File: config.mk
export PLATFORM = sky130hd
export DESIGN_NAME = peer_id_table_unit
export DESIGN_NICKNAME = d
export VERILOG_FILES = /design/src/hdl/pit_pkg.sv /design/src/hdl/peer_id_table_unit.sv /design/src/hdl/pit_ram.sv /design/src/hdl/pit_cmp.sv
export VERILOG_INCLUDE_DIRS = /design/src /design/src/hdl
export SDC_FILE = /design/constraint.sdc
export NUM_CORES = 2
export LEC_CHECK = 0
export BUFFER_PORTS_ARGS = -buffer_cell sky130_fd_sc_hd__buf_2
export CORE_MARGIN = 3
export CORE_UTILIZATION = 45
export DETAILED_ROUTE_END_ITERATION = 10
export GPL_ROUTABILITY_DRIVEN = 0
export PLACE_DENSITY = 0.7
export SLEW_MARGIN = 30
export SYNTH_ARGS = -nofsm -noshare
export SYNTH_HDL_FRONTEND = slang
export SYNTH_SLANG_ARGS = --single-unit
export TNS_END_PERCENT = 100
File: constraint.sdc
create_clock -name clk -period 7.3 [get_ports clk]
set_clock_uncertainty 0.05 [all_clocks]
set_input_delay 0.73 -clock clk [delete_from_list [all_inputs] [get_ports clk]]
set_output_delay 0.73 -clock clk [all_outputs]
set_load 0.01 [all_outputs]
File: src/hdl/peer_id_table_unit_macros.svh
// Assertion macros used by the peer identifier table RTL.
`ifndef PEER_ID_TABLE_UNIT_MACROS_SVH
`define PEER_ID_TABLE_UNIT_MACROS_SVH
`ifndef ASSERT_OFF
`define PIT_ASSERT_NOW(label, clk, rst_n, ante, cons) \
  label: assert property (@(posedge clk) disable iff (!rst_n) (ante) |-> (cons)) \
    else $error("assertion failed");
`define PIT_ASSERT_NEXT(label, clk, rst_n, ante, cons) \
  label: assert property (@(posedge clk) disable iff (!rst_n) (ante) |=> (cons)) \
    else $error("assertion failed");
`else
`define PIT_ASSERT_NOW(label, clk, rst_n, ante, cons)
`define PIT_ASSERT_NEXT(label, clk, rst_n, ante, cons)
`endif
`endif

File: src/hdl/pit_pkg.sv
// Types and constants of the peer identifier table.
`timescale 1ns / 1ps
package pit_pkg;

  localparam int ID_W      = 64;
  localparam int WORD_W    = 32;
  localparam int CNT_OUT_W = 5;

  localparam logic [1:0] KIND_ADD    = 2'd0;
  localparam logic [1:0] KIND_REMOVE = 2'd1;
  localparam logic [1:0] KIND_FIND   = 2'd2;

  localparam logic [1:0] ST_OK       = 2'd0;
  localparam logic [1:0] ST_FULL     = 2'd1;
  localparam logic [1:0] ST_DUP      = 2'd2;
  localparam logic [1:0] ST_NOTFOUND = 2'd3;

  typedef struct packed {
    logic [1:0]        kind;
    logic [ID_W-1:0]   peer_id;
    logic [WORD_W-1:0] peer_info;
  } pit_req_t;

  typedef struct packed {
    logic [1:0]           status;
    logic [WORD_W-1:0]    found_info;
    logic [CNT_OUT_W-1:0] entry_count;
  } pit_rsp_t;

  typedef struct packed {
    logic pend;
    logic hit;
  } pit_cmp_t;

endpackage

File: src/hdl/peer_id_table_unit.sv
// Peer identifier table: add, remove and find over a packed table held in a RAM.
// Flow: an add to a full table or an unused kind goes from idle straight to the reply state.
// Otherwise the entries are read in order through the RAM and comparator until a hit or the end.
// A hit on a remove moves each later entry down one slot before the reply.
// A new transfer is taken once the reply is registered.
// Reset clears the entry count and the control state; table contents are not cleared.
`timescale 1ns / 1ps
`include "peer_id_table_unit_macros.svh"
module peer_id_table_unit #(
  parameter int TABLE_DEPTH = 16,
  parameter int INFO_WIDTH  = 32
) (
  input  logic              clk,
  input  logic              rst_n,
  input  logic              in_valid,
  output logic              in_ready,
  input  pit_pkg::pit_req_t in_data,
  output logic              out_valid,
  input  logic              out_ready,
  output pit_pkg::pit_rsp_t out_data
);
  import pit_pkg::*;

  localparam int IW = (INFO_WIDTH < WORD_W) ? INFO_WIDTH : WORD_W;
  localparam int EW = ID_W + IW;
  localparam int CW = $clog2(TABLE_DEPTH + 1);
  localparam int AW = (TABLE_DEPTH > 1) ? $clog2(TABLE_DEPTH) : 1;
  localparam logic [CW-1:0] DepthC = CW'(TABLE_DEPTH);

  typedef enum logic [1:0] {S_IDLE, S_SCAN, S_SHIFT, S_RESP} state_t;

  state_t        state_r, state_nxt;
  pit_req_t      req_r, req_nxt;
  logic [CW-1:0] count_r, count_nxt;
  logic [CW-1:0] rd_idx_r, rd_idx_nxt;
  logic          wpend_r, wpend_nxt;
  logic [AW-1:0] widx_r, widx_nxt;
  logic [1:0]    status_r, status_nxt;
  logic [IW-1:0] found_r, found_nxt;
  logic          out_valid_r, out_valid_nxt;
  pit_rsp_t      out_data_r, out_data_nxt;

  logic          issue;
  logic          scan_miss;
  pit_cmp_t      cmp;
  logic [CW-1:0] hit_idx;
  logic          we;
  logic [AW-1:0] waddr;
  logic [EW-1:0] wdata;
  logic [EW-1:0] rdata;

  assign issue     = (state_r == S_SCAN) && (rd_idx_r < count_r) && !cmp.hit;
  assign scan_miss = (state_r == S_SCAN) && !cmp.pend && (rd_idx_r == count_r);

  pit_ram #(.WIDTH(EW), .DEPTH(TABLE_DEPTH)) u_ram (
    .clk   (clk),
    .we    (we),
    .waddr (waddr),
    .wdata (wdata),
    .raddr (rd_idx_r[AW-1:0]),
    .rdata (rdata)
  );

  pit_cmp #(.CW(CW)) u_cmp (
    .clk       (clk),
    .rst_n     (rst_n),
    .issue     (issue),
    .issue_idx (rd_idx_r),
    .key       (req_r.peer_id),
    .rd_id     (rdata[EW-1:IW]),
    .cmp       (cmp),
    .hit_idx   (hit_idx)
  );

  always_comb begin
    we    = 1'b0;
    waddr = count_r[AW-1:0];
    wdata = {req_r.peer_id, req_r.peer_info[IW-1:0]};
    if (state_r == S_SHIFT) begin
      we    = wpend_r;
      waddr = widx_r;
      wdata = rdata;
    end else if (scan_miss && (req_r.kind == KIND_ADD)) begin
      we = 1'b1;
    end
  end

  always_comb begin
    state_nxt     = state_r;
    req_nxt       = req_r;
    count_nxt     = count_r;
    rd_idx_nxt    = rd_idx_r;
    wpend_nxt     = 1'b0;
    widx_nxt      = widx_r;
    status_nxt    = status_r;
    found_nxt     = found_r;
    out_valid_nxt = out_valid_r && !out_ready;
    out_data_nxt  = out_data_r;
    case (state_r)
      S_IDLE: begin
        if (in_valid) begin
          req_nxt    = in_data;
          rd_idx_nxt = '0;
          status_nxt = ST_OK;
          found_nxt  = '0;
          if ((in_data.kind == KIND_ADD) && (count_r == DepthC)) begin
            status_nxt = ST_FULL;
            state_nxt  = S_RESP;
          end else if (in_data.kind inside {KIND_ADD, KIND_REMOVE, KIND_FIND}) begin
            state_nxt = S_SCAN;
          end else begin
            state_nxt = S_RESP;
          end
        end
      end
      S_SCAN: begin
        if (issue) begin
          rd_idx_nxt = rd_idx_r + 1'b1;
        end
        if (cmp.hit) begin
          case (req_r.kind)
            KIND_ADD: begin
              status_nxt = ST_DUP;
              state_nxt  = S_RESP;
            end
            KIND_REMOVE: begin
              rd_idx_nxt = hit_idx + 1'b1;
              state_nxt  = S_SHIFT;
            end
            default: begin
              found_nxt = rdata[IW-1:0];
              state_nxt = S_RESP;
            end
          endcase
        end else if (scan_miss) begin
          if (req_r.kind == KIND_ADD) begin
            count_nxt = count_r + 1'b1;
          end else begin
            status_nxt = ST_NOTFOUND;
          end
          state_nxt = S_RESP;
        end
      end
      S_SHIFT: begin
        if (rd_idx_r < count_r) begin
          wpend_nxt  = 1'b1;
          widx_nxt   = rd_idx_r[AW-1:0] - 1'b1;
          rd_idx_nxt = rd_idx_r + 1'b1;
        end else if (!wpend_r) begin
          count_nxt = count_r - 1'b1;
          state_nxt = S_RESP;
        end
      end
      S_RESP: begin
        if (!out_valid_r || out_ready) begin
          out_valid_nxt            = 1'b1;
          out_data_nxt.status      = status_r;
          out_data_nxt.found_info  = WORD_W'(found_r);
          out_data_nxt.entry_count = CNT_OUT_W'(count_r);
          state_nxt                = S_IDLE;
        end
      end
      default: begin
        state_nxt = S_IDLE;
      end
    endcase
  end

  always_ff @(posedge clk) begin
    if (!rst_n) begin
      state_r     <= S_IDLE;
      count_r     <= '0;
      wpend_r     <= 1'b0;
      out_valid_r <= 1'b0;
    end else begin
      state_r     <= state_nxt;
      count_r     <= count_nxt;
      wpend_r     <= wpend_nxt;
      out_valid_r <= out_valid_nxt;
    end
    req_r      <= req_nxt;
    rd_idx_r   <= rd_idx_nxt;
    widx_r     <= widx_nxt;
    status_r   <= status_nxt;
    found_r    <= found_nxt;
    out_data_r <= out_data_nxt;
  end

  assign in_ready  = (state_r == S_IDLE);
  assign out_valid = out_valid_r;
  assign out_data  = out_data_r;

  `PIT_ASSERT_NEXT(a_busy_after_accept, clk, rst_n, in_valid && in_ready, !in_ready)
  `PIT_ASSERT_NOW(a_count_step, clk, rst_n, $past(rst_n), (count_r + 1'b1 - $past(count_r)) <= CW'(2))
  `PIT_ASSERT_NOW(a_count_bound, clk, rst_n, out_valid_r && (out_data_r.status == ST_FULL), out_data_r.entry_count == CNT_OUT_W'(TABLE_DEPTH))

endmodule

File: src/hdl/pit_ram.sv
// Generic single write port RAM with a registered read port.
`timescale 1ns / 1ps
module pit_ram #(
  parameter int WIDTH = 96,
  parameter int DEPTH = 16
) (
  input  logic                                      clk,
  input  logic                                      we,
  input  logic [((DEPTH > 1) ? $clog2(DEPTH) : 1)-1:0] waddr,
  input  logic [WIDTH-1:0]                          wdata,
  input  logic [((DEPTH > 1) ? $clog2(DEPTH) : 1)-1:0] raddr,
  output logic [WIDTH-1:0]                          rdata
);

  logic [WIDTH-1:0] mem [DEPTH];

  always_ff @(posedge clk) begin
    if (we) begin
      mem[waddr] <= wdata;
    end
    rdata <= mem[raddr];
  end

endmodule

File: src/hdl/pit_cmp.sv
// Identifier comparator that tracks which slot the read data belongs to.
`timescale 1ns / 1ps
module pit_cmp #(
  parameter int CW = 5
) (
  input  logic                  clk,
  input  logic                  rst_n,
  input  logic                  issue,
  input  logic [CW-1:0]         issue_idx,
  input  logic [pit_pkg::ID_W-1:0] key,
  input  logic [pit_pkg::ID_W-1:0] rd_id,
  output pit_pkg::pit_cmp_t     cmp,
  output logic [CW-1:0]         hit_idx
);
  import pit_pkg::*;

  logic          pend_r;
  logic [CW-1:0] idx_r;

  always_ff @(posedge clk) begin
    if (!rst_n) begin
      pend_r <= 1'b0;
    end else begin
      pend_r <= issue;
    end
    idx_r <= issue_idx;
  end

  assign cmp.pend = pend_r;
  assign cmp.hit  = pend_r && (rd_id == key);
  assign hit_idx  = idx_r;

endmodule
Word-level counts from Yosys, hierarchy flattened
Memory sizes are Yosys's and may differ from the RTL's. A register that Yosys moved wholly into a read port is not among the register bits.
Index checks and enable logic that the tools add are counted.
{ "totals": {"inputBits": 102, "wordCells": 117, "register_bits": 195, "mem_count": 1, "ramBits": 1536} }
{ "mem_list": {"columns": ["memory", "depth", "width", "rd", "rd_clocked_by_memory_dff", "write_ports", "line_no", "source"], "rows": [
  ["u_ram.mem", 16, 96, 1, 1, 1, "pit_ram.sv:15", "logic [WIDTH-1:0] mem [DEPTH];"]
]} }
{ "classes": {"n_reduce_logical": 30, "eq_ne": 22, "muxes": 42, "n_addsub": 5, "n_lt_le_gt_ge": 1} }
{ "ops": {"columns": ["op", "count"], "rows": [
  ["two-way mux 32 bit", 3],
  ["two-way mux 96 bit", 1],
  ["equality test 64 bit", 1],
  ["one-hot mux 32 bit (2 select lines)", 1],
  ["two-way mux 5 bit", 10],
  ["two-way mux 2 bit", 13],
  ["inequality test 2 bit, second input constant", 9],
  ["adder 5 x 1 -> 5 bit, second input constant", 3],
  ["one-hot mux 5 bit (3 select lines)", 1],
  ["one-hot mux 5 bit (2 select lines)", 1],
  ["AND reduction 5 bit", 2],
  ["two-way mux 1 bit", 9],
  ["logical AND 1 bit", 8],
  ["one-hot mux 2 bit (4 select lines)", 1],
  ["AND reduction 2 bit", 4],
  ["equality test 2 x 1 -> 1 bit, second input constant", 3],
  ["equality test 2 bit, second input constant", 3],
  ["zero test 2 bit", 3],
  ["inequality test 3 bit, second input constant", 2],
  ["AND reduction 6 bit", 1],
  ["nonzero test 3 bit", 2],
  ["equality test 5 bit", 1],
  ["equality test 5 bit, second input constant", 1],
  ["less-than comparator 5 bit", 1],
  ["12 further kinds", 16]
]} }

Longest topological paths before layout
{ "logic_depth": {"depth_word": 8, "mapped_depth": 14, "depth_no_buf": 11} }

Hierarchy
A second synthesis with hierarchy kept.
{ "hier_totals": {"hier_cells": 3055, "hier_area_um2": 68220.4} }
{ "modules_own_cells": {"columns": ["module", "seq_area_each_um2", "instances", "area_per_inst_um2", "cells_each"], "rows": [
  ["pit_ram", 48046.1, 1, 59355.7, 2460],
  ["peer_id_table_unit", 5585.4, 1, 7993.9, 488],
  ["pit_cmp", 120.1, 1, 870.8, 107]
]} }

Least setup slack after synthesis
OpenSTA, ideal clock, no wires.
{ "synth_path": {"kind": "flip-flop to flip-flop", "start": "register rd_idx_r[0]", "end": "memory u_ram.mem[8][0], enable pin", "required_ns": 6.698, "setup_slack_ns": 0.360, "stages_incl_launch_ff": 12, "synth_period_minus_slack_ns": 6.940, "arrival_time_ns": 6.338, "path_cell_list": "edfxtp_1 > clkbuf_1 > clkbuf_1 > clkbuf_1 > inv_1 > ha_1 > nand4b_1 > nor2_1 > nand2_1 > o21ai_0 > o21ai_0 > nor2_1"} }
{ "synth_via": {"elab_chain_cells": 7} }
{ "synth_lines": {"columns": ["element", "line_no", "source"], "rows": [
  ["start: declaration", "peer_id_table_unit.sv:35", "logic [CW-1:0] rd_idx_r, rd_idx_nxt;"],
  ["start signal: assignment", "peer_id_table_unit.sv:182", "rd_idx_r <= rd_idx_nxt;"],
  ["equality test 5 bit", "peer_id_table_unit.sv:53", "assign scan_miss = (state_r == S_SCAN) && !cmp.pend && (rd_idx_r == count_r);"],
  ["logical AND 1 bit", "peer_id_table_unit.sv:53", null],
  ["logical AND 1 bit", "peer_id_table_unit.sv:83", "end else if (scan_miss && (req_r.kind == KIND_ADD)) begin"],
  ["two-way mux 1 bit", "peer_id_table_unit.sv:83", null],
  ["two-way mux 1 bit", "peer_id_table_unit.sv:79", "if (state_r == S_SHIFT) begin"],
  ["two-way mux 1 bit", "pit_ram.sv:18", "if (we) begin"],
  ["two-way mux 1 bit (not written as such)", "pit_ram.sv:19", "mem[waddr] <= wdata;"],
  ["end: declaration", "pit_ram.sv:15", null]
]} }
Every way passes these cells.

Worst setup path after layout
{ "layout_path": {"start": "register rd_idx_r[0]", "end": "memory u_ram.mem[15][1], enable pin"} }
The elaborated chain is that of the path after synthesis.

==> out/qor.csv <==
metric,value,unit
Crit-path slowest cell,buf_4,
Crit path largest cell delay,0.77,ns
clock network fraction of design power,30.8,%
Critical path buffers and inverters,3,
CTS Buf Count,180,
global-route wire length before repair,220000,µm
VDD IR max,0.000263,V
synthesized flop and latch total,1827,
DRC,0,
clk_lat worst skew,0.79,ns
switching power,8.28,mW
min cycle time layout,4.53,ns
DR vias,30630,
most frequent cells in the layout,"edfxtp_1, mux4_2, clkbuf_16, buf_2, dfxtp_1",
Comb pwr share,23.5,%
CP Cell Sequence,"buf_8, inv_1, ha_1, nand4b_1, nor2_1, nand2_1, o21ai_0, nand2_1, nor2_4, buf_4",
dominant synthesized flop cell,edfxtp_1,
fillers,11356,
Async SR Flop Fraction,0,%
outcome,"complete, no violations",
vias per inst,5.77,
clock slew at reported path FFs,0.06,ns
CP Launch Type,flop,
drt first-iter violations,3277,
largest net degree at the start of global routing,81,
P&R area growth vs syn,14.2,%
Netlist Area Pre-Place,0.0684,mm²
Seq pwr share,45.6,%
CTS tree,done,
CP top delay family,simple AND/OR/NAND/NOR gates,
class of the worst hold path,in -> reg,
"most common cell after layout, fill and taps aside",edfxtp_1,
drt wl/cell,27.9,µm
clk sink count,1827,
post-CTS sizing,0,
DR pass1 iterations,5,
critical path capture point type,flop,
initial antenna violation count,13,
# hold bufs at CTS,0,
R2R setup slack,2.77,ns
P_int,22.0,mW
RSZ-0062 raised after global routing,no,
Final period util,62.0,%
Max clock buf depth,3,
post-synthesis cell count,2867,
Final Hold Slack,0.0659,ns
Crit Path Class,reg -> reg,
Worst EP required,7.64,ns
normalized max-slew margin,32.5,%
total die area,0.157,mm²
leakage,24.5,nW
Worst path depth,10,
Setup crit end,u_ram.mem[15][1]$_DFFE_PP_,
Die H,396,µm
Synth cell types,57,
"Avg Cell Area, Syn",23.9,µm²
r2r endpoint,u_ram.mem[15][1]$_DFFE_PP_,
Worst Reg-to-Reg Cells,10,
Worst Tran Pin Value,1.01,ns
I/O Pins,143,
nets,3252,
DRT antenna net count,0,
most frequent CP cell,nand2_1,
HPWL Detailed,81700,µm
Max-cap violations,0,
final setup TNS,0,ns
H-tree Lvls,4,
share of the synthesized area in the top cell type,75.3,%
die width,396,µm
core area,0.150,mm²
post-synth top area cell,edfxtp_1,
Post-synth EDFFs,1716,
total congestion overflow,0,
RR Startpoint,rd_idx_r[0]$_DFFE_PP_,
Syn. warnings,0,
Rows,142,
setup repair bufs after CTS,0,
Synth area leaders,"edfxtp_1, mux4_2, dfxtp_1",
Pwr Total,30.3,mW
vias in the first global route,31544,
final setup vio count,0,
"Seq/Total Area, Yosys",78.6,%
worst-path maximum fanout,43,
Power Density,387,mW/mm²
switching share of power,27.4,%
Worst EP arrival,4.86,ns
Hold Fails Final Rpt,0,
Routed WL,148000,µm
Fmax,221,MHz
Critical path origin,rd_idx_r[0]$_DFFE_PP_,
fraction of layout cells with a size suffix above 1,33.5,%
Syn Nets,2985,
I/O Buffers,142,
root buffer cell,clkbuf_16,
Initial Util,45.5,%
gr usage total,19.1,%
final slew viol count,0,
-- cells by family after synthesis --
logic type | synth area share (%)
DFF | 78.6
muxes | 17.4
and+or+nand+nor | 1.40
buffers and inverters | 0.845
xor gates and xnor gates | 0.819
AOI/OAI and AO/OA | 0.633
adders and majority gates | 0.304
-- worst min path at each step --
stage                                         start                  endpoint  cells past startpoint
after global routing                    in_data[72]       req_r[72]$_DFFE_PP_                      1
after detailed placement  found_r[20]$_SDFFCE_PN0P_    out_data[25]$_DFFE_PP_                      0
final                                   in_data[61]       req_r[61]$_DFFE_PP_                      1
after floorplan               rd_idx_r[2]$_DFFE_PP_  u_cmp.hit_idx[2]$_DFF_P_                      0
after global placement    found_r[15]$_SDFFCE_PN0P_    out_data[20]$_DFFE_PP_                      0
after CTS                               in_data[74]       req_r[74]$_DFFE_PP_                      1
-- synth_stat cells (2+ instances only) --
library cell	instances
nor2b_1	6
mux2_2	94
a2111o_1	3
o22ai_1	3
edfxtp_1	1716
nor4_1	10
and3_1	4
o31ai_1	4
and2_1	37
a31oi_1	4
o32ai_1	3
buf_1	18
nand2b_1	7
and2b_2	5
ha_1	15
mux4_2	480
xor2_1	31
a21oi_1	8
o21ai_0	15
xnor2_1	33
or2b_2	3
nor2_1	28
mux2i_1	5
and2b_1	2
nand4_1	8
inv_1	20
nor3_1	11
a21o_1	3
o2111ai_1	2
nand3_1	12
a211oi_1	3
nand2_1	27
dfxtp_1	111
nor3b_1	2
a221o_1	3
clkbuf_1	110
-- power by group through the flow --
stage | Clock, mW | Sequential (mW) | Combinational, mW
after detailed placement | 0 | 14.0 | 7.20
after global routing | 9.95 | 13.9 | 7.68
after CTS | 9.51 | 13.8 | 7.23
after floorplan | 0 | 13.8 | 5.17
after global placement | 0 | 14.0 | 7.07
final | 9.33 | 13.8 | 7.12
-- routing by layer --
layer,vias to the layer above,track usage [%],wire [µm]
met3,224,3.51,11200
met1,16411,27.9,62300
met2,1294,30.0,71300
met4,2,5.22,3410
met5,-,0,11
li1,12699,-,-
-- registers in the layout (all words and copies together) (netlist names) --
signal         count
widx_r             4
u_cmp.hit_idx      5
u_ram.rdata       96
out_valid          1
out_data          39
count_r            5
req_r             98
wpend_r            1
u_ram.mem       1536
u_cmp.pend_r       1
status_r           2
state_r            2
found_r           32
rd_idx_r           5
-- area by class of cell --
type | instances | area [µm²] | share of cell area, %
Sequential cell | 1827 | 53800 | 68.8
Multi-Input combinational cell | 889 | 14200 | 18.2
Clock buffer | 260 | 5110 | 6.54
Tap cell | 2016 | 2520 | 3.23
Timing Repair Buffer | 215 | 1530 | 1.95
Clock inverter | 78 | 912 | 1.17
Inverter | 21 | 78.8 | 0.101
Antenna cell | 1 | 2.50 | 0.00320
-- metrics by stage --
stage,cells,setup slack [ns],utilization (%),instance area (µm²)
global placement,4960,2.49,47.8,71900
finish,5307,2.77,51.9,78100
global route,5306,2.49,51.9,78100
detailed placement,4964,2.47,47.9,72000
floorplan,2867,0.360,-,68400
CTS,5302,2.45,51.9,78000
-- worst register-to-register path, stage by stage (launching register included) --
cell and delay, ns:
edfxtp_1 0.71, buf_8 0.24, inv_1 0.09, ha_1 0.28
nand4b_1 0.13, nor2_1 0.16, nand2_1 0.08, o21ai_0 0.42
nand2_1 0.37, nor2_4 0.67, buf_4 0.79
Power figures use the tool's default switching activity.
